===== src/hdl/spp_pkg.sv =====
// Shared types and constants for the strings file pair parser.
`default_nettype none
package spp_pkg;

  typedef struct packed {
    logic [7:0] byte_req;
    logic       end_of_data;
  } in_t;

  typedef struct packed {
    logic [2:0]  kind;
    logic [7:0]  value;
    logic [2:0]  code;
    logic [15:0] line;
    logic        last;
  } out_t;

  // Up to two results produced by one input beat.
  typedef struct packed {
    logic first_ok;
    logic second_ok;
    out_t first;
    out_t second;
  } res_pair_t;

  typedef enum logic [3:0] {
    PH_IDLE    = 4'd0,
    PH_SLASH   = 4'd1,
    PH_COMMENT = 4'd2,
    PH_STAR    = 4'd3,
    PH_KEY     = 4'd4,
    PH_SEP     = 4'd5,
    PH_EQ      = 4'd6,
    PH_TEXT    = 4'd7,
    PH_TERM    = 4'd8,
    PH_HALT    = 4'd9
  } phase_t;

  // Result kinds
  localparam logic [2:0] K_KEY    = 3'd0;
  localparam logic [2:0] K_TEXT   = 3'd1;
  localparam logic [2:0] K_PAIR   = 3'd2;
  localparam logic [2:0] K_END_OK = 3'd3;
  localparam logic [2:0] K_WARN   = 3'd4;
  localparam logic [2:0] K_ERROR  = 3'd5;

  // Error and warning codes
  localparam logic [2:0] E_SYNTAX     = 3'd0;
  localparam logic [2:0] E_UNTERM_KEY = 3'd1;
  localparam logic [2:0] E_NO_SEP     = 3'd2;
  localparam logic [2:0] E_NO_TEXT    = 3'd3;
  localparam logic [2:0] E_UNTERM_TXT = 3'd4;
  localparam logic [2:0] E_NO_TERM    = 3'd5;
  localparam logic [2:0] W_ESC_KEY    = 3'd6;
  localparam logic [2:0] W_ESC_TEXT   = 3'd7;

  // Escape progress
  localparam logic [1:0] ESC_NONE  = 2'd0;
  localparam logic [1:0] ESC_BS    = 2'd1;
  localparam logic [1:0] ESC_OCT1  = 2'd2;
  localparam logic [1:0] ESC_OCT2  = 2'd3;

  localparam logic [7:0] CH_NUL    = 8'h00;
  localparam logic [7:0] CH_TAB    = 8'h09;
  localparam logic [7:0] CH_LF     = 8'h0a;
  localparam logic [7:0] CH_CR     = 8'h0d;
  localparam logic [7:0] CH_SPACE  = 8'h20;
  localparam logic [7:0] CH_QUOTE  = 8'h22;
  localparam logic [7:0] CH_APOS   = 8'h27;
  localparam logic [7:0] CH_STAR   = 8'h2a;
  localparam logic [7:0] CH_SLASH  = 8'h2f;
  localparam logic [7:0] CH_ZERO   = 8'h30;
  localparam logic [7:0] CH_THREE  = 8'h33;
  localparam logic [7:0] CH_SEVEN  = 8'h37;
  localparam logic [7:0] CH_SEMI   = 8'h3b;
  localparam logic [7:0] CH_EQUAL  = 8'h3d;
  localparam logic [7:0] CH_BSLASH = 8'h5c;
  localparam logic [7:0] CH_N      = 8'h6e;
  localparam logic [7:0] CH_R      = 8'h72;
  localparam logic [7:0] CH_T      = 8'h74;

  localparam int QDEPTH = 4;

  function automatic logic is_ws(input logic [7:0] c);
    return (c == CH_SPACE) || (c >= CH_TAB && c <= CH_CR);
  endfunction

endpackage
`default_nettype wire


===== src/hdl/strings_file_pair_parser_top.sv =====
// Top level of the strings file pair parser.
// A beat's results are in the queue the cycle after the beat is accepted.
// Throughput: one input byte per cycle while results drain at the same rate;
// a byte giving two results takes two entries of the 4-entry queue.
// Reset (rst, synchronous): parser back between pairs, line 1, queue empty.
`default_nettype none
module strings_file_pair_parser_top #(
  parameter int STRING_BUFFER = 1024,
  parameter int LINE_BITS     = 16
) (
  input  wire           logic clk,
  input  wire           logic rst,
  input  wire           logic src_valid,
  output logic          src_ready,
  input  spp_pkg::in_t  src_data,
  output logic          res_valid,
  input  wire           logic res_ready,
  output spp_pkg::out_t res_data
);
  import spp_pkg::*;

  res_pair_t pair;
  logic      go;

  assign go = src_valid && src_ready;

  spp_core #(
    .STRING_BUFFER(STRING_BUFFER),
    .LINE_BITS    (LINE_BITS)
  ) u_core (
    .clk     (clk),
    .rst     (rst),
    .go      (go),
    .src_data(src_data),
    .pair    (pair)
  );

  spp_queue u_queue (
    .clk      (clk),
    .rst      (rst),
    .pair     (pair),
    .src_ready(src_ready),
    .res_valid(res_valid),
    .res_ready(res_ready),
    .res_data (res_data)
  );

endmodule
`default_nettype wire


===== src/hdl/spp_core.sv =====
// Parser state and the combinational step logic for one input byte.
`default_nettype none
module spp_core #(
  parameter int STRING_BUFFER = 1024,
  parameter int LINE_BITS     = 16
) (
  input  wire                logic clk,
  input  wire                logic rst,
  input  wire                logic go,
  input  spp_pkg::in_t       src_data,
  output spp_pkg::res_pair_t pair
);
  import spp_pkg::*;

  localparam int LEN_W = $clog2(STRING_BUFFER);

  typedef struct packed {
    phase_t ph;
    logic   emit;
    logic [2:0] kind;
    logic [2:0] code;
    logic   cnt;
    logic   start;
  } gap_t;

  phase_t             phase, phase_next;
  logic [1:0]         escape_step, escape_step_next;
  logic [4:0]         octal_partial, octal_partial_next;
  logic [LEN_W-1:0]   string_length, string_length_next;
  logic [LINE_BITS-1:0] line_count, line_count_next;

  logic       end_in;
  logic [7:0] c;
  phase_t     gap_in;
  gap_t       gap;

  logic       e0, e1, cnt, start, store, is_text;
  logic [2:0] k0, c0, k1, c1;
  logic [7:0] v0, store_val;
  phase_t     str_next;
  logic [2:0] warn_code, after_code;
  logic       oct_dig, low_dig;
  logic [7:0] oct_byte;

  assign end_in = src_data.end_of_data || (src_data.byte_req == CH_NUL);
  assign c      = end_in ? CH_NUL : src_data.byte_req;

  assign is_text    = (phase == PH_TEXT);
  assign str_next   = is_text ? PH_TERM : PH_SEP;
  assign warn_code  = is_text ? W_ESC_TEXT : W_ESC_KEY;
  assign after_code = is_text ? E_NO_TERM : E_NO_SEP;
  assign oct_dig    = (c >= CH_ZERO) && (c <= CH_SEVEN);
  assign low_dig    = (c >= CH_ZERO) && (c <= CH_THREE);
  assign oct_byte   = {octal_partial, 3'b000} | {5'd0, c[2:0]};

  // Which between-token phase the gap logic evaluates
  always_comb begin
    if (phase == PH_KEY) gap_in = PH_SEP;
    else if (phase == PH_TEXT) gap_in = PH_TERM;
    else gap_in = phase;
  end

  always_comb begin
    gap = '{ph: gap_in, emit: 1'b0, kind: K_ERROR, code: E_SYNTAX, cnt: 1'b0, start: 1'b0};
    unique case (gap_in)
      PH_SEP: begin
        if (is_ws(c)) gap.cnt = 1'b1;
        else if (c == CH_EQUAL) gap.ph = PH_EQ;
        else begin
          gap.emit = 1'b1;
          gap.code = E_NO_SEP;
          gap.ph   = PH_HALT;
        end
      end
      PH_EQ: begin
        if (is_ws(c)) gap.cnt = 1'b1;
        else if (c == CH_QUOTE) begin
          gap.ph    = PH_TEXT;
          gap.start = 1'b1;
        end else begin
          gap.emit = 1'b1;
          gap.code = E_NO_TEXT;
          gap.ph   = PH_HALT;
        end
      end
      default: begin
        if (c == CH_SEMI) begin
          gap.emit = 1'b1;
          gap.kind = K_PAIR;
          gap.ph   = PH_IDLE;
        end else begin
          gap.emit = 1'b1;
          gap.code = E_NO_TERM;
          gap.ph   = PH_HALT;
        end
      end
    endcase
  end

  always_comb begin
    phase_next         = phase;
    escape_step_next   = escape_step;
    octal_partial_next = octal_partial;
    e0 = 1'b0; e1 = 1'b0; cnt = 1'b0; start = 1'b0; store = 1'b0;
    k0 = K_ERROR; c0 = E_SYNTAX; v0 = 8'd0;
    k1 = K_ERROR; c1 = E_SYNTAX;
    store_val = c;
    unique case (phase)
      PH_IDLE: begin
        if (end_in) begin
          e0 = 1'b1; k0 = K_END_OK;
        end else if (is_ws(c)) cnt = 1'b1;
        else if (c == CH_SLASH) phase_next = PH_SLASH;
        else if (c == CH_QUOTE) begin
          phase_next = PH_KEY;
          start      = 1'b1;
        end else begin
          e0 = 1'b1; phase_next = PH_HALT;
        end
      end
      PH_SLASH: begin
        if (c == CH_STAR) phase_next = PH_COMMENT;
        else begin
          e0 = 1'b1; phase_next = PH_HALT;
        end
      end
      PH_COMMENT, PH_STAR: begin
        if (end_in) begin
          e0 = 1'b1; k0 = K_END_OK;
        end else if (phase == PH_STAR && c == CH_SLASH) phase_next = PH_IDLE;
        else if (c == CH_STAR) phase_next = PH_STAR;
        else begin
          cnt        = 1'b1;
          phase_next = PH_COMMENT;
        end
      end
      PH_KEY, PH_TEXT: begin
        if (end_in) begin
          e0 = 1'b1;
          phase_next = PH_HALT;
          escape_step_next = ESC_NONE;
          if (escape_step[1]) begin
            k0 = K_WARN; c0 = warn_code;
            e1 = 1'b1;   c1 = after_code;
          end else begin
            c0 = is_text ? E_UNTERM_TXT : E_UNTERM_KEY;
          end
        end else begin
          unique case (escape_step)
            ESC_NONE: begin
              if (c == CH_QUOTE) phase_next = str_next;
              else if (c == CH_BSLASH) escape_step_next = ESC_BS;
              else store = 1'b1;
            end
            ESC_BS: begin
              escape_step_next = ESC_NONE;
              if (c == CH_BSLASH || c == CH_APOS || c == CH_QUOTE) store = 1'b1;
              else if (c == CH_N) begin
                store = 1'b1; store_val = CH_LF;
              end else if (c == CH_R) begin
                store = 1'b1; store_val = CH_CR;
              end else if (c == CH_T) begin
                store = 1'b1; store_val = CH_TAB;
              end else if (low_dig) begin
                octal_partial_next = {3'd0, c[1:0]};
                escape_step_next   = ESC_OCT1;
              end else begin
                e0 = 1'b1; k0 = K_WARN; c0 = warn_code;
                phase_next = str_next;
              end
            end
            ESC_OCT1: begin
              if (oct_dig) begin
                octal_partial_next = {octal_partial[1:0], c[2:0]};
                escape_step_next   = ESC_OCT2;
              end else begin
                // string ends; the byte is parsed again as the next token
                e0 = 1'b1; k0 = K_WARN; c0 = warn_code;
                escape_step_next = ESC_NONE;
                phase_next = gap.ph;
                e1 = gap.emit; k1 = gap.kind; c1 = gap.code;
                cnt = gap.cnt; start = gap.start;
              end
            end
            default: begin
              escape_step_next = ESC_NONE;
              if (oct_dig) begin
                store = 1'b1; store_val = oct_byte;
              end else begin
                e0 = 1'b1; k0 = K_WARN; c0 = warn_code;
                e1 = 1'b1; c1 = after_code;
                phase_next = PH_HALT;
              end
            end
          endcase
        end
      end
      PH_SEP, PH_EQ, PH_TERM: begin
        phase_next = gap.ph;
        e0 = gap.emit; k0 = gap.kind; c0 = gap.code;
        cnt = gap.cnt; start = gap.start;
      end
      default: begin
      end
    endcase

    string_length_next = string_length;
    if (store && string_length < LEN_W'(STRING_BUFFER - 1)) begin
      e0 = 1'b1;
      k0 = is_text ? K_TEXT : K_KEY;
      v0 = store_val;
      string_length_next = string_length + LEN_W'(1);
    end
    if (start) begin
      string_length_next = '0;
      escape_step_next   = ESC_NONE;
    end

    line_count_next = line_count;
    if (cnt && c == CH_LF && line_count != {LINE_BITS{1'b1}})
      line_count_next = line_count + LINE_BITS'(1);

    // end of data always returns to the reset state
    if (end_in) begin
      phase_next         = PH_IDLE;
      escape_step_next   = ESC_NONE;
      octal_partial_next = '0;
      string_length_next = '0;
      line_count_next    = LINE_BITS'(1);
    end
  end

  always_comb begin
    pair.first_ok     = go && e0;
    pair.second_ok    = go && e1;
    pair.first.kind   = k0;
    pair.first.value  = v0;
    pair.first.code   = c0;
    pair.first.line   = 16'(line_count);
    pair.first.last   = !e1;
    pair.second.kind  = k1;
    pair.second.value = 8'd0;
    pair.second.code  = c1;
    pair.second.line  = 16'(line_count);
    pair.second.last  = 1'b1;
  end

  always_ff @(posedge clk) begin
    if (rst) begin
      phase         <= PH_IDLE;
      escape_step   <= ESC_NONE;
      octal_partial <= '0;
      string_length <= '0;
      line_count    <= LINE_BITS'(1);
    end else if (go) begin
      phase         <= phase_next;
      escape_step   <= escape_step_next;
      octal_partial <= octal_partial_next;
      string_length <= string_length_next;
      line_count    <= line_count_next;
    end
  end

endmodule
`default_nettype wire


===== src/hdl/spp_queue.sv =====
// Result queue: takes up to two results per cycle, delivers one beat per cycle while res_ready is high.
`default_nettype none
module spp_queue (
  input  wire                logic clk,
  input  wire                logic rst,
  input  spp_pkg::res_pair_t pair,
  output logic               src_ready,
  output logic               res_valid,
  input  wire                logic res_ready,
  output spp_pkg::out_t      res_data
);
  import spp_pkg::*;

  localparam int PTR_W = $clog2(QDEPTH);
  localparam int CNT_W = $clog2(QDEPTH + 1);

  out_t             slots [QDEPTH];
  logic [PTR_W-1:0] wr_ptr, rd_ptr;
  logic [CNT_W-1:0] count;
  logic [PTR_W-1:0] n_push;
  logic             pop;

  assign n_push    = PTR_W'(pair.first_ok) + PTR_W'(pair.second_ok);
  assign pop       = res_valid && res_ready;
  assign res_valid = (count != '0);
  assign res_data  = slots[rd_ptr];
  // room for a full pair regardless of the output side
  assign src_ready = (count <= CNT_W'(QDEPTH - 2));

  always_ff @(posedge clk) begin
    if (pair.first_ok) slots[wr_ptr] <= pair.first;
    if (pair.second_ok) slots[wr_ptr + PTR_W'(1)] <= pair.second;
  end

  always_ff @(posedge clk) begin
    if (rst) begin
      wr_ptr <= '0;
      rd_ptr <= '0;
      count  <= '0;
    end else begin
      wr_ptr <= wr_ptr + n_push;
      rd_ptr <= rd_ptr + PTR_W'(pop);
      count  <= count + CNT_W'(n_push) - CNT_W'(pop);
    end
  end

endmodule
`default_nettype wire


===== config.mk =====
export PLATFORM = sky130hd
export DESIGN_NAME = strings_file_pair_parser_top
export DESIGN_NICKNAME = d
export VERILOG_FILES = /design/src/hdl/spp_pkg.sv /design/src/hdl/strings_file_pair_parser_top.sv /design/src/hdl/spp_core.sv /design/src/hdl/spp_queue.sv
export SDC_FILE = /design/constraint.sdc
export NUM_CORES = 1
export LEC_CHECK = 0
export BUFFER_PORTS_ARGS = -buffer_cell sky130_fd_sc_hd__buf_4
export CORE_AREA = 2 2 156 158
export CTS_BUF_LIST = sky130_fd_sc_hd__clkbuf_16
export DETAILED_ROUTE_END_ITERATION = 12
export DIE_AREA = 0 0 158 160
export PLACE_DENSITY = 0.58
export SYNTH_ARGS = -nofsm -noshare
export SYNTH_HDL_FRONTEND = slang
export SYNTH_SLANG_ARGS = --single-unit
export TNS_END_PERCENT = 100

===== constraint.sdc =====
create_clock -name clk -period 4.5 [get_ports clk]
set_input_delay 0.9 -clock clk [delete_from_list [all_inputs] [get_ports clk]]
set_output_delay 0.9 -clock clk [all_outputs]
set_load 0.03 [all_outputs]

==> impl_metrics.toml, run 1 <==
[synth]
yosys-top-cells-count = "edfxtp_1 (88), dfxtp_1 (80), nand2_1 (68)"
yosys.area.top_type = "edfxtp_1"
synthCells = 891
yosysMostFrequentCell = "edfxtp_1"
ys_top_cells_by_area = "edfxtp_1 (28%), dfxtp_1 (17%), mux4_2 (7.5%)"
syn_avg_cell_area_um2 = 10.50
synth_ff_type = "edfxtp_1"
yosys_register_bits = 168
syn_nets = 920
ys_types = 79
yosysSeqAreaShare = 0.4537
synth_top_area_share = 0.2825
synth-edff-count = 88
netlist_area_mm2 = 0.009355
ys_warn_count = 0
synthArstFlopShare = 0

[clocking]
postCtsSetupBuffers = 0
tritoncts = "built"
cts_max_level = 4
ctsResizeCount = 0
cts_sinks = 168
clkLatencyLatePin_ns = 0.44
path_clk_slew_ns = 0.07
cts_root_buffer = "clkbuf_16"
holdBufCountCts = 0
cts-buffers-inserted = 17
cts_buffer_depth = 2

[critical_path]
start_kind = "input pin"
cp_slowest_cell = "a2111oi_1"
cp.required_ns = 4.82
cp_max_fo = 8
cpMostUsedCell = "ha_1"
timing_worst_setup_path_type = "input pin to flip-flop"
worst_setup_path_end_kind = "flip-flop"
path_cells = "buf_4, or3b_2, a2111oi_1, nor3_1, a32o_2, a2111oi_4, a21boi_0, ha_1, ha_1, fa_1, xor2_1, xnor2_1, nor2_1"
crit_path_max_incr_delay_ns = 0.53
arrival_ns = 4.26

[global_route]
antenna_found_initial = 0
grtUsageTotal = 0.2155
grt_start_max_net_pins = 35
gr-total-overflow = 0
grt_pass1_wl_um = 42050
grt_pass1_vias = 7436

[sta]
fin_crit_sh = 0.8756
fin_worst_skew_ns = 0.01294
rsz0062_at_grt = "no"
hold_viol_final = 0
whs_ns = 0.4694
relSlewSlack = 0.3179
period_needed_ns = 3.940
slew_violations = 0
max_slew.worst_pin.slew_ns = 1.023
finalWorstSetupSlack_ns = 0.5598
fmax_mhz = 253.8
setup_viol = 0
fin_setup_tns_ns = 0

[status]
outcome = "finished clean"

[placement]
pre_cts_ws_ns = 0.1237
portBuffers = 45
routabilityCongestion = 0.9145
place_hpwl_um = 18910

[cells_and_area]
area_delta_synth_final_pct = 16.14
antennaDiodeCount = 0
seqCellArea_mm2 = 0.004247
fillers = 2290
multiInputGateArea_mm2 = 0.004668
nets = 982
utilization = 0.4561
drive_gt1_frac = 0.2246

[pwr]
p_per_area_mw_per_mm2 = 412.3
vdd_drop_max_mv = 0.2588
power.total_uw = 4480
p_leak_uw = 0.003673

[die]
die_area_mm2 = 0.02528
core_area_mm2 = 0.02382
initial_utilization = 0.3927
io_pins = 46
rows = 57
die_w_um = 158
dieHeight_um = 160

[detailed_routing]
dr_total_vias = 7611
routed_wl_um = 26370
first_pass_iters = 5
drt-initial-drc-count = 796
wl_per_cell_um = 20.44
detail-route-antenna-nets = 0
vias_per_cell = 5.900
route.detailed.drc = 0

[hold_path]
hold_class = "flip-flop to flip-flop"

[job]
cap_violations = 0
-- worst max-delay path: cells and delay by family --
kind	cells	cell delay, ns
AND/OR/NAND/NOR	3	0.63
AO/OA/AOI/OAI	4	1.40
XOR/XNOR	2	0.30
buffers and inverters	1	0.14
adder cells (fa/ha/maj)	3	0.89
-- kinds of logic after synthesis --
group           count (synthesis)  synth area share
buf+inv                        92           0.04734
mux                            54            0.1004
compound gates                276            0.2139
xor+xnor                        7          0.006554
flops                         168            0.4537
fa+ha+maj                      16           0.02220
simple gates                  278            0.1559
-- registers in the layout (all words and copies together) (netlist names) --
| signal | count |
|---|---|
| u_core.octal_partial | 5 |
| u_core.phase | 4 |
| u_queue.wr_ptr | 2 |
| u_core.escape_step | 2 |
| u_queue.slots | 124 |
| u_queue.rd_ptr | 2 |
| u_core.line_count | 16 |
| u_queue.count | 3 |
| u_core.string_length | 10 |
-- layout make-up --
cell class / count / area share
inverter: 23 / 0.007946
clock inverter: 15 / 0.01543
multi-input combinational: 631 / 0.4296
sequential: 168 / 0.3908
timing repair buffer: 112 / 0.07969
clock buffer: 17 / 0.03915
tap: 324 / 0.03731
-- metal layers --
layer / global-route usage / up-vias / routed length [µm] / share of wire
met5: 0 / - / 0 / 0
met1: 0.2989 / 3745 / 11760 / 0.45
met3: 0.03338 / 39 / 1502 / 0.057
met2: 0.3488 / 236 / 12530 / 0.47
met4: 0.06224 / 0 / 590 / 0.022
li1: - / 3591 / - / -
-- power by group --
group | internal, µW | switching, µW
clock network | 752 | 719
registers | 1750 | 130
logic | 472 | 662
-- per-stage QoR --
step | cell area, µm² | instances
3_5_place_dp | 10270 | 1258
6_report | 10870 | 1290
5_1_grt | 10870 | 1290
4_1_cts | 10870 | 1290
2_1_floorplan | 9355 | 891
3_3_place_gp | 10270 | 1258
-- placed cells by master, fill, tap and decap left out, drive strengths merged, types with 11 or more instances in the layout --
master    n
a21boi   59
a21oi    55
a31o     18
a31oi    13
and2     13
buf     112
clkbuf   17
dfxtp    80
edfxtp   88
ha       15
inv      33
mux2i    14
mux4     31
nand2    68
nand3    27
nand4    11
nor2     51
nor2b    13
nor3     17
nor4     21
o21ai    27
o22ai    18
o31ai    14
or4      14
-- final timing paths --
kind	startpoint	endpoint	slack [ns]	cells past startpoint
worst min register to register	u_core.octal_partial[4]	u_core.octal_partial[4]	0.47	2
worst max-delay path	src_data[6]	u_queue.count[2]	0.56	13
worst max register to register	u_core.phase[1]	u_queue.count[2]	0.96	14
worst min-delay path	u_core.octal_partial[4]	u_core.octal_partial[4]	0.47	2
Power figures use the tool's default switching activity.
==> run 2: changes to the inputs <==
--- a/config.mk
+++ b/config.mk
@@ -6,11 +6,14 @@
 export NUM_CORES = 1
 export LEC_CHECK = 0
 export BUFFER_PORTS_ARGS = -buffer_cell sky130_fd_sc_hd__buf_4
+export CAP_MARGIN = 0
+export CELL_PAD_IN_SITES_DETAIL_PLACEMENT = 0
+export CELL_PAD_IN_SITES_GLOBAL_PLACEMENT = 1
 export CORE_AREA = 2 2 156 158
 export CTS_BUF_LIST = sky130_fd_sc_hd__clkbuf_16
 export DETAILED_ROUTE_END_ITERATION = 12
 export DIE_AREA = 0 0 158 160
-export PLACE_DENSITY = 0.58
+export PLACE_DENSITY = 0.69
 export SYNTH_ARGS = -nofsm -noshare
 export SYNTH_HDL_FRONTEND = slang
 export SYNTH_SLANG_ARGS = --single-unit
==> run 2 against run 1 <==
  * Sequential share of layout area is essentially flat
  * Cell area decreased by 0.12%
  * Global-route usage fell by 0.12 points
  * Clock-buffer cell count unchanged
  * First-iteration DRC count down 14%
  * Die area stayed put
==> impl_metrics.toml, run 2 (synthesized netlist as in run 1, its figures left out) <==
[sta]
max_slew.worst_pin.slew_ns = 1.043
period_needed_ns = 4.002
rsz0062_at_grt = "no"
finalWorstSetupSlack_ns = 0.4980
fin_setup_tns_ns = 0
fin_worst_skew_ns = 0.01237
slew_violations = 0
fmax_mhz = 249.9
relSlewSlack = 0.3049
hold_viol_final = 0
fin_crit_sh = 0.8893
setup_viol = 0

[pwr]
power_frac_seq = 0.412
netSwitchingFraction = 0.3390
p_int_uw = 2981
p_per_area_mw_per_mm2 = 415.6
p_comb_frac = 0.257
vdd_drop_max_mv = 0.2653
power.net_switching_uw = 1529
p_leak_uw = 0.003666
clock_power_share = 0.331

[placement]
place_hpwl_um = 18330
portBuffers = 45
routabilityCongestion = 0.9018
pre_cts_ws_ns = 0.05787

[clocking]
ctsResizeCount = 0
path_clk_slew_ns = 0.08
cts_root_buffer = "clkbuf_16"
holdBufCountCts = 0
tritoncts = "built"
clkLatencyLatePin_ns = 0.44
postCtsSetupBuffers = 0
cts-buffers-inserted = 17
cts_sinks = 168
cts_max_level = 4
cts_buffer_depth = 2

[critical_path]
worstReg2RegStart = "u_core.phase[2]"
cp_max_fo = 8
cp_slowest_cell = "a2111oi_1"
path_depth = 13
cpMostUsedCell = "ha_1"
cp.buffers_inverters = 1
cp-startpoint = "src_data[6]"
arrival_ns = 4.31
crit_path_max_incr_delay_ns = 0.53
path_cells = "buf_4, or3b_2, a2111oi_1, nor3_1, a32o_2, a2111oi_4, a21boi_0, ha_1, ha_1, fa_1, xor2_1, xnor2_1, nor2_1"
timing_worst_setup_path_type = "input pin to flip-flop"
reg2reg_depth = 14
worst_setup_path_end_kind = "flip-flop"
start_kind = "input pin"
rrSetupSlack_ns = 0.89
cp.required_ns = 4.81
critPathTopFamily = "compound AO/OA/AOI/OAI gates"

[hold_path]
hold_class = "flip-flop to flip-flop"
min_from = "u_core.octal_partial[4]"
min_path_cells = 2

[detailed_routing]
wl_per_cell_um = 20.49
drt-initial-drc-count = 683
route.detailed.drc = 0
detail-route-antenna-nets = 0
dr_total_vias = 7546
routed_wl_um = 26330
first_pass_iters = 5
vias_per_cell = 5.872

[die]
core_area_mm2 = 0.02382
die_area_mm2 = 0.02528
rows = 57
io_pins = 46
initial_utilization = 0.3927
dieHeight_um = 160
die_w_um = 158

[cells_and_area]
reg.largest.list = "u_queue.slots x124, u_core.line_count x16, u_core.string_length x10"
layout_commonest_cell = "buf_4"
mostFrequentLayoutCells = "buf_4 (103), edfxtp_1 (88), dfxtp_1 (78), nand2_1 (68), a21oi_1 (53)"
drive_gt1_frac = 0.2216
largest-register = "u_queue.slots"
largest_reg_flops = 124
antennaDiodeCount = 0
area_delta_synth_final_pct = 16.01
nets = 977

[global_route]
gr-total-overflow = 0
grt_pass1_vias = 7205
grt_pass1_wl_um = 41970
grtUsageTotal = 0.2143
antenna_found_initial = 0
grt_start_max_net_pins = 35

[job]
cap_violations = 0

[status]
outcome = "finished clean"
run 2: changes by cell type in the layout (fill, tap and decap cells not counted), sizes merged:
cell	delta
clkinv	-1
inv	+1
buf	-5
run 2: layout make-up:
cell class	instances	area (µm²)
Inverter	23	86.33
Sequential cell	168	4247
Timing Repair Buffer	107	853.3
Multi-Input combinational cell	631	4668
Tap cell	324	405.4
Clock buffer	17	425.4
Clock inverter	15	167.7
Fill cell	2301	12970
run 2: path summary, 6_finish.rpt:
path,to
worst max-delay path,u_queue.count[2]
worst min-delay path,u_core.octal_partial[4]
worst max register to register,u_queue.count[2]
worst min register to register,u_core.octal_partial[4]
run 2: metrics by stage:
| step | util | cells | instance area [µm²] | power (µW) | hold WS (ns) |
|---|---|---|---|---|---|
| 3_3_place_gp | 0.4307 | 1253 | 10260 | 3058 | 0.4423 |
| 2_1_floorplan | - | 891 | 9355 | 2653 | 0.4319 |
| 6_report | 0.4556 | 1285 | 10850 | 4510 | 0.4562 |
| 4_1_cts | 0.4556 | 1285 | 10850 | 4549 | 0.4615 |
| 5_1_grt | 0.4556 | 1285 | 10850 | 4716 | 0.4706 |
| 3_5_place_dp | 0.4307 | 1253 | 10260 | 3063 | 0.4501 |
run 2: worst reg2reg max path, delay by kind of cell (launching register included):
family | cells | cell delay (ns)
AOI/OAI and AO/OA | 4 | 0.81
xor gates and xnor gates | 2 | 0.30
adders and majority gates | 3 | 0.91
buffers and inverters | 2 | 0.10
DFF | 1 | 0.50
and+or+nand+nor | 3 | 0.85
run 2: power groups by stage:
stage / Combinational, µW / Clock (µW) / Sequential (µW)
floorplan: 841 / 0 / 1810
global placement: 1160 / 0 / 1900
detailed placement: 1160 / 0 / 1900
CTS: 1170 / 1520 / 1860
global route: 1240 / 1590 / 1880
finish: 1160 / 1490 / 1860
run 2: routing by layer:
metal | part of all wire | global-route usage | routed length (µm) | up-vias
met3 | 0.051 | 0.03256 | 1347 | 25
li1 | - | - | - | 3580
met2 | 0.47 | 0.3429 | 12460 | 238
met1 | 0.46 | 0.3071 | 12220 | 3703
met4 | 0.011 | 0.04832 | 298 | 0
met5 | 0 | 0 | 0 | -
==> run 3: changes to the inputs <==
--- a/config.mk
+++ b/config.mk
@@ -9,11 +9,12 @@
 export CAP_MARGIN = 0
 export CELL_PAD_IN_SITES_DETAIL_PLACEMENT = 0
 export CELL_PAD_IN_SITES_GLOBAL_PLACEMENT = 1
-export CORE_AREA = 2 2 156 158
+export CORE_AREA = 2 2 148 150
 export CTS_BUF_LIST = sky130_fd_sc_hd__clkbuf_16
 export DETAILED_ROUTE_END_ITERATION = 12
-export DIE_AREA = 0 0 158 160
-export PLACE_DENSITY = 0.69
+export DIE_AREA = 0 0 150 152
+export GPL_TIMING_DRIVEN = 0
+export PLACE_DENSITY = 0.76
 export SYNTH_ARGS = -nofsm -noshare
 export SYNTH_HDL_FRONTEND = slang
 export SYNTH_SLANG_ARGS = --single-unit
==> constraint.sdc (replaced) <==
create_clock -name clk -period 4.5 [get_ports clk]
set_input_delay 0.225 -clock clk [delete_from_list [all_inputs] [get_ports clk]]
set_output_delay 0.225 -clock clk [all_outputs]
set_load 0.03 [all_outputs]
==> run 3 against run 2 <==
  * Wire length increased by 3.7%
  * Flip-flop and latch count stayed put
  * Final cell count is 3.0% lower
  * Clock power is 3% higher
  * Clock skew is 0.0017 ns lower
  * Total power rose by 1.1%
  * Non-clock buffer count increased by 5
  * Cell area decreased by 1.8%
  * Via count grew 1.0%
  * Sequential power fell by 3%
  * Critical path type unchanged
  * Critical endpoint is now u_queue.slots[1][30]
==> impl_metrics.toml, run 3 (synthesized netlist as in run 1, its figures left out) <==
[sta]
fmax_mhz = 236.1
slew_violations = 0
rsz0062_at_grt = "no"
fin_worst_skew_ns = 0.01071
period_needed_ns = 4.235
setup_viol = 0
relSlewSlack = 0.2169
max_slew.worst_pin.slew_ns = 1.158
fin_crit_sh = 0.9411
hold_viol_final = 0

[clocking]
cts_root_buffer = "clkbuf_16"
cts-buffers-inserted = 17
holdBufCountCts = 0
cts_sinks = 168
tritoncts = "built"
clkLatencyLatePin_ns = 0.44
cts_buffer_depth = 2
path_clk_slew_ns = 0.07
cts_max_level = 4

[cells_and_area]
nets = 982
largest_reg_flops = 124
antennaDiodeCount = 0
largest-register = "u_queue.slots"
fillers = 2014
mostFrequentLayoutCells = "edfxtp_1 (88), dfxtp_1 (80), nand2_1 (67), a21oi_1 (53)"
final_cell_count_no_fill = 1246
layout_commonest_cell = "edfxtp_1"
drive_gt1_frac = 0.1853
final_area_mm2 = 0.01066
reg.largest.list = "u_queue.slots x124, u_core.line_count x16, u_core.string_length x10"
area_delta_synth_final_pct = 13.91

[global_route]
gr-total-overflow = 0
antenna_found_initial = 0
grtUsageTotal = 0.2428
grt_pass1_vias = 7324
grt_pass1_wl_um = 42570
grt_start_max_net_pins = 23

[pwr]
vdd_drop_max_mv = 0.2757
power.total_uw = 4558
p_per_area_mw_per_mm2 = 427.8
p_leak_uw = 0.003512

[critical_path]
cpMostUsedCell = "buf_2"
start_kind = "input pin"
cp_slowest_cell = "nor4b_1"
worstReg2RegStart = "u_core.escape_step[1]"
cp.required_ns = 4.42
cp-startpoint = "src_data[7]"
crit_path_max_incr_delay_ns = 0.99
arrival_ns = 4.16
rrSetupSlack_ns = 0.37
path_cells = "buf_4, nor4b_1, o211ai_1, o21ai_1, o2111ai_1, nand3_1, buf_2, buf_2, nand2_1"
cp_max_fo = 22
worst_setup_path_end_kind = "flip-flop"
timing_worst_setup_path_type = "input pin to flip-flop"

[detailed_routing]
dr_total_vias = 7623
detail-route-antenna-nets = 0
wl_per_cell_um = 21.91
first_pass_iters = 5
drt-initial-drc-count = 518
vias_per_cell = 6.118
route.detailed.drc = 0
routed_wl_um = 27300

[placement]
placed_area_mm2 = 0.01003
dp.cells = 1214
routabilityCongestion = 0.9409
portBuffers = 43
place_hpwl_um = 19470

[die]
initial_utilization = 0.4382
die_area_mm2 = 0.02280
core_area_mm2 = 0.02135
dieHeight_um = 152
io_pins = 46
die_w_um = 150
rows = 54

[status]
outcome = "finished clean"

[job]
cap_violations = 0

[hold_path]
hold_class = "input pin to flip-flop"
min_from = "rst"
## run 3: final cells by class
type	instances	area, µm²	share of cell area
Buffer	69	356.6	0.03346
Clock inverter	15	193.9	0.01820
Multi-Input combinational cell	631	4677	0.4389
Timing Repair Buffer	43	322.8	0.03029
Sequential cell	168	4244	0.3983
Clock buffer	17	425.4	0.03992
Inverter	23	86.33	0.008101
Tap cell	280	350.3	0.03288
## run 3: repair_timing
| action | 4_1_cts | 5_1_grt |
|---|---|---|
| gates resized for setup | 0 | 2 |
| endpoints found under the setup margin | 0 | 57 |
| buffers inserted | 0 | 0 |
## run 3: path summary, 6_finish.rpt
path | cells after the start | end
setup / recovery | 9 | u_queue.slots[1][30]
hold / removal | 3 | u_core.line_count[5]
setup reg to reg | 11 | u_queue.slots[1][30]
hold reg to reg | 2 | u_core.line_count[13]
## run 3: report_power, final
part / switching (µW) / internal (µW) / leakage (µW)
clock network: 724 / 811 / 0.000302
registers: 50.1 / 1750 / 0.00145
logic: 766 / 460 / 0.00176
## run 3: critical path: cells and delay by family
kind,cells,cell delay (ns)
compound gates,3,1.25
simple gates,3,1.93
buf+inv,3,0.74
## run 3: layer usage
layer	routed length [µm]	track usage	share of wire	vias up
met1	12340	0.3467	0.45	3721
met5	0	0	0	-
met3	1775	0.05075	0.065	34
met2	12700	0.3757	0.47	269
li1	-	-	-	3599
met4	485	0.06559	0.018	0
## run 3: per-stage QoR
step | utilization | hold slack [ns] | worst slack, ns | TNS [ns]
final | 0.4991 | 0.1472 | 0.2650 | 0
after floorplan | - | 0.4078 | 0.8721 | 0
after detailed placement | 0.4697 | 0.4537 | -0.009253 | -0.1889
after global placement | 0.4697 | 0.4440 | -0.05642 | -1.626
after CTS | 0.4987 | 0.1327 | 0.2149 | 0
after global routing | 0.4991 | 0.1351 | 0.1463 | 0
